[src/hdl/qfts_pkg.sv]
// Shared constants and types for the two-stack queue.
package qfts_pkg;

    localparam int STACK_DEPTH = 8;
    localparam int DATA_WIDTH  = 32;
    localparam int OUT_WIDTH   = 32;
    localparam int CNT_W       = $clog2(STACK_DEPTH + 1);
    localparam int ADDR_W      = (STACK_DEPTH > 1) ? $clog2(STACK_DEPTH) : 1;

    typedef enum logic {
        OP_PUSH = 1'b0,
        OP_POP  = 1'b1
    } t_op;

    typedef enum logic [1:0] {
        ST_OK    = 2'd0,
        ST_FULL  = 2'd1,
        ST_EMPTY = 2'd2
    } t_status;

endpackage

[src/hdl/qfts_ram.sv]
// Simple dual-port stack memory with one write port and a registered read port.
module qfts_ram #(
    parameter int DEPTH  = 8,
    parameter int WIDTH  = 32,
    parameter int ADDR_W = (DEPTH > 1) ? $clog2(DEPTH) : 1
) (
    input  logic              i_clk,
    input  logic              i_wr_en,
    input  logic [ADDR_W-1:0] i_wr_addr,
    input  logic [WIDTH-1:0]  i_wr_data,
    input  logic              i_rd_en,
    input  logic [ADDR_W-1:0] i_rd_addr,
    output logic [WIDTH-1:0]  o_rd_data
);

    logic [WIDTH-1:0] r_mem [DEPTH];
    logic [WIDTH-1:0] r_rd_data;

    always_ff @(posedge i_clk) begin
        if (i_wr_en) begin
            r_mem[i_wr_addr] <= i_wr_data;
        end
    end

    always_ff @(posedge i_clk) begin
        if (i_rd_en) begin
            r_rd_data <= r_mem[i_rd_addr];
        end
    end

    assign o_rd_data = r_rd_data;

endmodule

[src/hdl/queue_from_two_stacks_unit.sv]
// Top level of the first-in first-out queue built from an input and an output stack.
//
// The input channel carries one word per command: i_operation selects push or pop,
// i_push_value is the word to enqueue. A command is taken when i_in_valid is high
// and o_in_stall is low. Each command yields exactly one result word on the output
// channel (o_pop_value, o_status), taken when o_out_valid is high and i_out_stall
// is low. A push to a full input stack with an empty output stack first moves the
// whole input stack over; any other push to a full input stack returns status full.
// A pop on an empty output stack moves the input stack over first; a pop on an
// empty queue returns status empty and a zero word.
// A command that moves the input stack moves one word per cycle through the stack
// memories. One command is worked on at a time; the next is taken once the current
// one has left for the output register. When the receiver stalls, the result waits
// in the output register and a finished following result waits inside until it is
// free. Synchronous reset empties both stacks and the output register; the memory
// contents are left as they were and are never read below an empty count.
module queue_from_two_stacks_unit (
    input  logic                             i_clk,
    input  logic                             i_rst_n,
    input  logic                             i_in_valid,
    output logic                             o_in_stall,
    input  logic                             i_operation,
    input  logic signed [31:0]               i_push_value,
    output logic                             o_out_valid,
    input  logic                             i_out_stall,
    output logic signed [qfts_pkg::OUT_WIDTH-1:0] o_pop_value,
    output logic [1:0]                       o_status
);

    import qfts_pkg::*;

    typedef enum logic [1:0] {
        S_IDLE,
        S_XFER,
        S_POP,
        S_DONE
    } t_state;

    t_state                r_state, n_state;
    logic [CNT_W-1:0]      r_in_cnt, n_in_cnt;
    logic [CNT_W-1:0]      r_out_cnt, n_out_cnt;
    t_op                   r_op, n_op;
    logic [DATA_WIDTH-1:0] r_value, n_value;
    logic [OUT_WIDTH-1:0]  r_res_value, n_res_value;
    t_status               r_res_status, n_res_status;
    logic                  r_out_valid, n_out_valid;
    logic [OUT_WIDTH-1:0]  r_pop_value, n_pop_value;
    t_status               r_status, n_status;

    logic                  in_we, in_re, out_we, out_re;
    logic [ADDR_W-1:0]     in_waddr, in_raddr, out_waddr, out_raddr;
    logic [DATA_WIDTH-1:0] in_wdata, in_rdata, out_rdata;
    logic [CNT_W-1:0]      in_dec, out_dec;
    logic [DATA_WIDTH-1:0] push_word;

    assign in_dec    = r_in_cnt - CNT_W'(1);
    assign out_dec   = r_out_cnt - CNT_W'(1);
    assign push_word = DATA_WIDTH'(i_push_value);

    qfts_ram #(
        .DEPTH (STACK_DEPTH),
        .WIDTH (DATA_WIDTH),
        .ADDR_W(ADDR_W)
    ) u_in_ram (
        .i_clk    (i_clk),
        .i_wr_en  (in_we),
        .i_wr_addr(in_waddr),
        .i_wr_data(in_wdata),
        .i_rd_en  (in_re),
        .i_rd_addr(in_raddr),
        .o_rd_data(in_rdata)
    );

    qfts_ram #(
        .DEPTH (STACK_DEPTH),
        .WIDTH (DATA_WIDTH),
        .ADDR_W(ADDR_W)
    ) u_out_ram (
        .i_clk    (i_clk),
        .i_wr_en  (out_we),
        .i_wr_addr(out_waddr),
        .i_wr_data(in_rdata),
        .i_rd_en  (out_re),
        .i_rd_addr(out_raddr),
        .o_rd_data(out_rdata)
    );

    always_comb begin
        n_state      = r_state;
        n_in_cnt     = r_in_cnt;
        n_out_cnt    = r_out_cnt;
        n_op         = r_op;
        n_value      = r_value;
        n_res_value  = r_res_value;
        n_res_status = r_res_status;
        n_out_valid  = r_out_valid;
        n_pop_value  = r_pop_value;
        n_status     = r_status;
        in_we        = 1'b0;
        in_re        = 1'b0;
        out_we       = 1'b0;
        out_re       = 1'b0;
        in_waddr     = r_in_cnt[ADDR_W-1:0];
        in_wdata     = push_word;
        in_raddr     = in_dec[ADDR_W-1:0];
        out_waddr    = r_out_cnt[ADDR_W-1:0];
        out_raddr    = out_dec[ADDR_W-1:0];

        if (r_out_valid && !i_out_stall) begin
            n_out_valid = 1'b0;
        end

        case (r_state)
            S_IDLE: begin
                if (i_in_valid) begin
                    n_op         = t_op'(i_operation);
                    n_value      = push_word;
                    n_res_value  = '0;
                    n_res_status = ST_OK;
                    if (t_op'(i_operation) == OP_PUSH) begin
                        if (r_in_cnt < CNT_W'(STACK_DEPTH)) begin
                            in_we    = 1'b1;
                            n_in_cnt = r_in_cnt + CNT_W'(1);
                            n_state  = S_DONE;
                        end else if (r_out_cnt == '0) begin
                            in_re    = 1'b1;
                            n_in_cnt = in_dec;
                            n_state  = S_XFER;
                        end else begin
                            n_res_status = ST_FULL;
                            n_state      = S_DONE;
                        end
                    end else begin
                        if (r_out_cnt != '0) begin
                            out_re    = 1'b1;
                            n_out_cnt = out_dec;
                            n_state   = S_POP;
                        end else if (r_in_cnt != '0) begin
                            in_re    = 1'b1;
                            n_in_cnt = in_dec;
                            n_state  = S_XFER;
                        end else begin
                            n_res_status = ST_EMPTY;
                            n_state      = S_DONE;
                        end
                    end
                end
            end
            S_XFER: begin
                if (r_in_cnt != '0) begin
                    out_we    = 1'b1;
                    n_out_cnt = r_out_cnt + CNT_W'(1);
                    in_re     = 1'b1;
                    n_in_cnt  = in_dec;
                end else begin
                    // The last moved word is the oldest one, so a pop takes it directly.
                    if (r_op == OP_PUSH) begin
                        out_we    = 1'b1;
                        n_out_cnt = r_out_cnt + CNT_W'(1);
                        in_we     = 1'b1;
                        in_waddr  = '0;
                        in_wdata  = r_value;
                        n_in_cnt  = CNT_W'(1);
                    end else begin
                        n_res_value = OUT_WIDTH'(in_rdata);
                    end
                    n_state = S_DONE;
                end
            end
            S_POP: begin
                n_res_value = OUT_WIDTH'(out_rdata);
                n_state     = S_DONE;
            end
            S_DONE: begin
                if (!r_out_valid || !i_out_stall) begin
                    n_out_valid = 1'b1;
                    n_pop_value = r_res_value;
                    n_status    = r_res_status;
                    n_state     = S_IDLE;
                end
            end
            default: begin
                n_state = S_IDLE;
            end
        endcase
    end

    always_ff @(posedge i_clk) begin
        if (!i_rst_n) begin
            r_state     <= S_IDLE;
            r_in_cnt    <= '0;
            r_out_cnt   <= '0;
            r_out_valid <= 1'b0;
        end else begin
            r_state      <= n_state;
            r_in_cnt     <= n_in_cnt;
            r_out_cnt    <= n_out_cnt;
            r_out_valid  <= n_out_valid;
            r_op         <= n_op;
            r_value      <= n_value;
            r_res_value  <= n_res_value;
            r_res_status <= n_res_status;
            r_pop_value  <= n_pop_value;
            r_status     <= n_status;
        end
    end

    assign o_in_stall  = (r_state != S_IDLE);
    assign o_out_valid = r_out_valid;
    assign o_pop_value = r_pop_value;
    assign o_status    = r_status;

endmodule
[config.mk]
export PLATFORM = sky130hd
export DESIGN_NAME = queue_from_two_stacks_unit
export DESIGN_NICKNAME = d
export VERILOG_FILES = /design/src/hdl/qfts_pkg.sv /design/src/hdl/qfts_ram.sv /design/src/hdl/queue_from_two_stacks_unit.sv
export SDC_FILE = /design/constraint.sdc
export NUM_CORES = 1
export LEC_CHECK = 0
export ABC_AREA = 1
export BUFFER_PORTS_ARGS = -buffer_cell sky130_fd_sc_hd__buf_4
export CAP_MARGIN = 10
export CORE_ASPECT_RATIO = 0.75
export CORE_UTILIZATION = 39
export CTS_CLUSTER_SIZE = 28
export DETAILED_ROUTE_END_ITERATION = 16
export PLACE_DENSITY_LB_ADDON = 0.08
export RECOVER_POWER = 50
export SETUP_SLACK_MARGIN = 0.4
export SLEW_MARGIN = 10
export SYNTH_ARGS = -nofsm -noshare
export SYNTH_HDL_FRONTEND = slang
export SYNTH_HIERARCHICAL = 1
export SYNTH_SLANG_ARGS = --single-unit
export TNS_END_PERCENT = 1
[constraint.sdc]
create_clock -name i_clk -period 5.35 [get_ports i_clk]
set_input_delay 0.2675 -clock i_clk [delete_from_list [all_inputs] [get_ports i_clk]]
set_output_delay 0.2675 -clock i_clk [all_outputs]
set_load 0.05 [all_outputs]
==> results by group, run 1 <==
Pwr
  – VDD IR max: between 0.0002 and 0.0003 V
  – Lkg Pwr: around 14 nW
  – Power Total: 17.3 mW
  – Pwr/cell area: between 500 and 600 mW/mm^2

STA
  – Post-route setup slack: approximately 1.5 ns
  – Clock Skew: 0.0245 ns
  – Hold Slack: 0.183 ns
  – RSZ-0062 raised after global routing: no
  – Crit path time final: 3.88 ns
  – Final hold vios: 0
  – Slew @ Worst Pin: 3.39 ns
  – Max Slew Vio Count: roughly 320
  – Highest clock rate: 258 MHz
  – Final TNS setup: 0 ns
  – Final setup vio count: 0
  – Final worst-path cycle share: 0.726
  – Slew margin rel.: -1.27

Setup path
  – Worst setup EP type: flop
  – Worst reg2reg path depth: 6
  – Startpoint type of the worst setup path: flop
  – Crit path to: u_in_ram/r_mem[3][1]$_DFFE_PP_
  – CP Class: flop to flop
  – Flop2flop setup slack: around 1.5 ns
  – CP arrival: 4.09 ns
  – R2R Path Start: r_in_cnt[0]$_SDFFE_PN0P_
  – Worst r2r dst: u_in_ram/r_mem[3][1]$_DFFE_PP_
  – Critical Path Start: r_in_cnt[0]$_SDFFE_PN0P_
  – CP required: 5.56 ns
  – Worst-path maximum fanout: 47

Global route
  – Largest net degree at the start of global routing: 75
  – Initial antenna violation count: 0
  – First-pass GRT wire length: 108000 microns
  – Gr usage total: 0.187
  – Gr ovfl total: 0
  – Number of global-route vias before repair: 18100

Placed design
  – DP HPWL: around 40000 microns
  – GPL Wtd Cong: 0.798
  – Number of port buffers: 72
  – Worst slack, placed: between 2 and 2.5 ns

Logic synthesis
  – Share of the synthesized area in the top cell type: 0.692
  – Register area share after synthesis: 0.700
  – Leading area contributor after synthesis: edfxtp_1
  – Synth area leaders: edfxtp_1 69%, nand2_1 13%, inv_1 7.4%
  – Post-synthesis cell area: 0.0294 sq mm
  – Syn Nets: 2839
  – Post-synth cell types: 26
  – Synthesized netlist cell count: 2793
  – Synth warnings: 6
  – Synthesized area per cell: 10.5 sq um
  – Yosys reg bits: 688

Floorplanning
  – Site row count: between 80 and 90
  – IO Pins: 73
  – Core area: ~0.074 sq mm
  – Die X: 319 microns
  – Die ar.: about 0.076 sq mm
  – Vert. Die Dim: ~240 microns
  – Initial Utilization: 0.397

Drt
  – Starting DRT DRC Count: 1145
  – Vias: 18300
  – DR WL/cell: 17.8 microns
  – DRC errors left: 0
  – TritonRoute pass-1 iters: 5
  – Post-route ant nets: 0
  – Routed vias/inst: between 4 and 5
  – Final wirelength: 70000 microns

CTS
  – H-tree depth: 3
  – Setup repair bufs after CTS: 0
  – CTS Root Cell: clkbuf_16
  – Clock buffer depth: 3
  – Count of hold-fix buffers inserted at cts: 35
  – Clk Latency, worst-skew pair: between 0.6 and 0.7 ns
  – Clock Pin Slew Worst Setup and Hold Paths: 0.06 ns
  – TritonCTS Sinks: 688
  – CTS tree: yes
  – Post-cts resize count: 0
  – CTS buffer count: 73

Status
  – Status: finished with violations
  – Failing checks: capacitance limit, slew limit

Final layout
  – Area Growth Syn to Fin: 13.1%
  – Share of cells above drive strength 1: 0.0636
  – # nets final: 2946
  – Antenna diodes: 0

Worst hold path
  – Worst min-delay path class: input port to flop

Flow run
  – Max Cap Viol: 9
-- sequential cells by signal (all words and copies together) (netlist names) --
signal / count
u_in_ram/r_mem: 256
u_out_ram/r_mem: 256
o_pop_value: 32
r_res_value: 32
r_value: 32
u_in_ram/o_rd_data: 32
u_out_ram/o_rd_data: 32
r_in_cnt: 4
r_out_cnt: 4
o_status: 2
r_res_status: 2
r_state: 2
o_out_valid: 1
r_op: 1
-- cell families after synthesis --
kind of cell / Yosys count / share of synthesized area
simple gates: 1311 / 0.181
buf+inv: 700 / 0.0999
flops: 688 / 0.700
compound gates: 82 / 0.0146
fa+ha+maj: 9 / 0.00384
xor+xnor: 3 / 0.000895
-- worst min path at each step --
stage / start / to / cells after the start
after global routing: i_in_valid / r_in_cnt[3]$_SDFFE_PN0P_ / 5
final: i_in_valid / r_in_cnt[3]$_SDFFE_PN0P_ / 5
after global placement: r_res_value[19]$_DFFE_PP_ / o_pop_value[19]$_DFFE_PP_ / 0
after CTS: i_in_valid / r_in_cnt[3]$_SDFFE_PN0P_ / 5
after floorplan: i_operation / r_op$_DFFE_PP_ / 0
after detailed placement: r_res_value[14]$_DFFE_PP_ / o_pop_value[14]$_DFFE_PP_ / 0
-- power breakdown --
part	switching [mW]	internal [mW]
Sequential	0.585	7.28
Combinational	3.48	1.22
Clock	2.04	2.70
Total	6.10	11.2
-- worst max-delay path: stages, from the launching register on --
cell,delay (ns)
dfxtp_1,0.43
clkinvlp_2,0.16
ha_1,0.32
nand3_1,0.16
or2_0,0.91
clkbuf_2,0.91
o21ai_0,0.55
-- synthesized netlist by cell type, drive strengths merged --
cell / number
nand3: 269
nor2: 40
dfxtp: 11
nand4: 5
xor2: 2
inv: 583
xnor2: 1
nand2: 991
clkbuf: 23
o21ai: 41
a21oi: 41
or2: 3
ha: 9
edfxtp: 677
buf: 94
nor3: 3
-- per-layer routing --
metal | part of all wire | up-vias | wire length (microns) | global-route usage
li1 | - | 9044 | - | -
met1 | 0.49 | 8832 | 34000 | 0.263
met2 | 0.46 | 316 | 31900 | 0.302
met3 | 0.037 | 95 | 2600 | 0.0260
met4 | 0.021 | 0 | 1490 | 0.0515
met5 | 0 | - | 0 | 0
-- per-stage QoR --
| stage | instance area [sq um] | cells | utilization |
|---|---|---|---|
| after CTS | 33500 | 3924 | 0.453 |
| after floorplan | 29400 | 2793 | - |
| after global placement | 30900 | 3756 | 0.417 |
| final | 33200 | 3924 | 0.449 |
| after global routing | 33200 | 3924 | 0.449 |
| after detailed placement | 30900 | 3758 | 0.418 |
-- final cells by class --
class                      instances  area (sq um)
multi-input combinational       1405          6010
clock buffer                      99          1990
timing repair buffer             149          1030
tap                              968          1210
fill                            6943         40700
clock inverter                    32           210
sequential                       688         20500
inverter                         583          2200
-- placed cells by master, fill, tap and decap left out, types with 2 or more instances in the layout --
cell type | synthesis | layout
dfxtp_1 | 11 | 11
clkbuf_2 | 0 | 2
buf_4 | 10 | 36
nand2_1 | 991 | 991
edfxtp_1 | 677 | 677
bufinv_16 | 0 | 2
or2_2 | 2 | 2
clkinv_2 | 0 | 18
nor3_1 | 3 | 3
a21oi_1 | 41 | 41
clkinv_1 | 0 | 14
clkbuf_4 | 0 | 18
inv_2 | 4 | 3
dlygate4sd3_1 | 0 | 35
inv_1 | 579 | 574
buf_16 | 0 | 2
nor2_4 | 2 | 19
o21ai_0 | 11 | 21
ha_1 | 9 | 8
o21ai_2 | 5 | 4
clkbuf_1 | 23 | 79
clkbuf_16 | 0 | 76
nand3_1 | 268 | 269
nor2_1 | 37 | 21
nand4_1 | 5 | 5
o21ai_1 | 25 | 16
(Power assumes the default switching activity.)
==> run 2: changes to the inputs <==
==> constraint.sdc (replaced) <==
create_clock -name i_clk -period 3.6 [get_ports i_clk]
set_input_delay 0.18 -clock i_clk [delete_from_list [all_inputs] [get_ports i_clk]]
set_output_delay 0.18 -clock i_clk [all_outputs]
set_load 0.05 [all_outputs]
==> run 2 against run 1 <==
  * Worst hold slack worse by 0.076 ns
  * Register-to-register slack worse by 0.87 ns
  * Final cell count hardly changed
  * Largest cell class unchanged
  * First-iteration DRC count is 10% higher
  * The run still ends with capacitance limit, slew limit left
==> results by group, run 2 (synthesized netlist as in run 1, its figures left out) <==
Placed design
  – GPL Wtd Cong: around 0.80
  – Placed cell areas: 0.0310 sq mm
  – Number of port buffers: 72
  – DP HPWL: 39700 microns

Pwr
  – Power Total: 26.0 mW
  – Pwr/cell area: 779 mW/mm^2
  – Lkg Pwr: 14.3 nW
  – VDD IR max: approximately 0.00044 V

Drt
  – DRC errors left: 0
  – TritonRoute pass-1 iters: 5
  – Starting DRT DRC Count: 1265
  – Vias: 18400
  – Final wirelength: 70600 microns
  – DR WL/cell: 18.0 microns
  – Post-route ant nets: 0
  – Routed vias/inst: roughly 4.7

STA
  – RSZ-0062 raised after global routing: no
  – Highest clock rate: 333 MHz
  – Hold Slack: 0.107 ns
  – Slew margin rel.: -0.0176
  – Max Slew Vio Count: 27
  – Final TNS setup: 0 ns
  – Crit path time final: 3.00 ns
  – Final setup vio count: 0
  – Slew @ Worst Pin: 1.53 ns
  – Final worst-path cycle share: 0.834
  – Clock Skew: 0.0231 ns
  – Final hold vios: 0

Floorplanning
  – Die X: 319 microns
  – Initial Utilization: 0.397
  – Vert. Die Dim: 240 microns
  – Site row count: 86
  – Core area: 0.0739 sq mm
  – Die ar.: 0.0764 sq mm
  – IO Pins: 73

Final layout
  – Share of cells above drive strength 1: 0.0673
  – Final Cell Area: 0.0333 sq mm
  – # nets final: 2954
  – Top flop regs: u_in_ram/r_mem: 256 flops, u_out_ram/r_mem: 256 flops
  – Most common cell after layout, fill and taps aside: nand2_1
  – Area Growth Syn to Fin: 13.5%
  – Most frequent cells in the layout: 991 x nand2_1, 677 x edfxtp_1, 575 x inv_1
  – Fin util: 0.451

Worst hold path
  – Worst min-delay path class: input port to flop
  – Worst Hold Launch: i_in_valid

Global route
  – Number of global-route vias before repair: 18300
  – Initial antenna violation count: 0
  – First-pass GRT wire length: between 100000 and 150000 microns
  – Gr ovfl total: 0
  – Largest net degree at the start of global routing: 76
  – Gr usage total: 0.189

CTS
  – CTS Root Cell: clkbuf_16
  – Clock buffer depth: 3
  – CTS buffer count: 74
  – Setup repair bufs after CTS: 0
  – Post-cts resize count: 0
  – Clk Latency, worst-skew pair: between 0.6 and 0.7 ns
  – H-tree depth: 3
  – CTS tree: yes
  – TritonCTS Sinks: between 600 and 700
  – Clock Pin Slew Worst Setup and Hold Paths: 0.06 ns

Setup path
  – R2R Path Start: r_in_cnt[0]$_SDFFE_PN0P_
  – Crit-path cells: clkinvlp_2 -> ha_1 -> nand3_2 -> or2_4 -> clkbuf_2 -> o21ai_0
  – Crit path max-delay cell type: o21ai_0
  – Buffers & Inverters on Critical Path: 2
  – CP Class: flop to flop
  – Startpoint type of the worst setup path: flop
  – Largest delay contributor family on the critical path: compound AO/OA/AOI/OAI gates
  – Worst setup EP type: flop
  – Crit-path max cell delay: 0.92 ns
  – CP required: approximately 3.9 ns
  – Critical Path Start: r_in_cnt[0]$_SDFFE_PN0P_
  – Worst-path maximum fanout: 36
  – CP arrival: 3.28 ns

Status
  – Failing checks: capacitance limit, slew limit
  – Status: finished with violations

Flow run
  – Max Cap Viol: 1
[run 2: layout make-up]
cell class                 instances  area, sq um
fill                            6824        40600
sequential                       688        20500
multi-input combinational       1405         6020
inverter                         583         2190
clock buffer                      91         1960
tap                              968         1210
timing repair buffer             156         1130
clock inverter                    35          255
antenna                            1         2.50
[run 2: repair_timing]
| item | in CTS | in global routing |
|---|---|---|
| endpoints found under the hold margin | 72 | 0 |
| hold buffers | 35 | 0 |
| setup endpoints to repair | 0 | 0 |
[run 2: path summary, 6_finish.rpt]
path | endpoint | slack (ns) | cells past startpoint
setup / recovery | u_in_ram/r_mem[1][15]$_DFFE_PP_ | 0.60 | 6
hold / removal | r_in_cnt[3]$_SDFFE_PN0P_ | 0.11 | 5
setup reg to reg | u_in_ram/r_mem[1][15]$_DFFE_PP_ | 0.60 | 6
hold reg to reg | o_pop_value[7]$_DFFE_PP_ | 0.41 | 0
[run 2: report_power, final]
part           internal [mW]  switching [mW]
registers               10.8           0.886
logic                   1.86            5.30
clock network           4.01            3.10
total                   16.7            9.28
[run 2: through the flow]
| step | std cells | worst slack [ns] |
|---|---|---|
| after floorplan | 2793 | -0.223 |
| after global placement | 3765 | 0.942 |
| after detailed placement | 3765 | 0.833 |
| after CTS | 3926 | 0.816 |
| after global routing | 3926 | 0.350 |
| final | 3927 | 0.599 |
[run 2: tightest hold or removal path, cell delays in order]
cell and delay [ns]:
buf_4 0.09, or2_2 0.14, nand3_1 0.10, nor2_1 0.11
nor2_1 0.05
[run 2: layer usage]
layer | share of wire | up-vias | routed length [microns] | track usage
met5 | 0 | - | 0 | 0
li1 | - | 9055 | - | -
met3 | 0.036 | 106 | 2520 | 0.0268
met1 | 0.50 | 8901 | 35100 | 0.274
met2 | 0.44 | 305 | 31200 | 0.294
met4 | 0.024 | 0 | 1720 | 0.0600
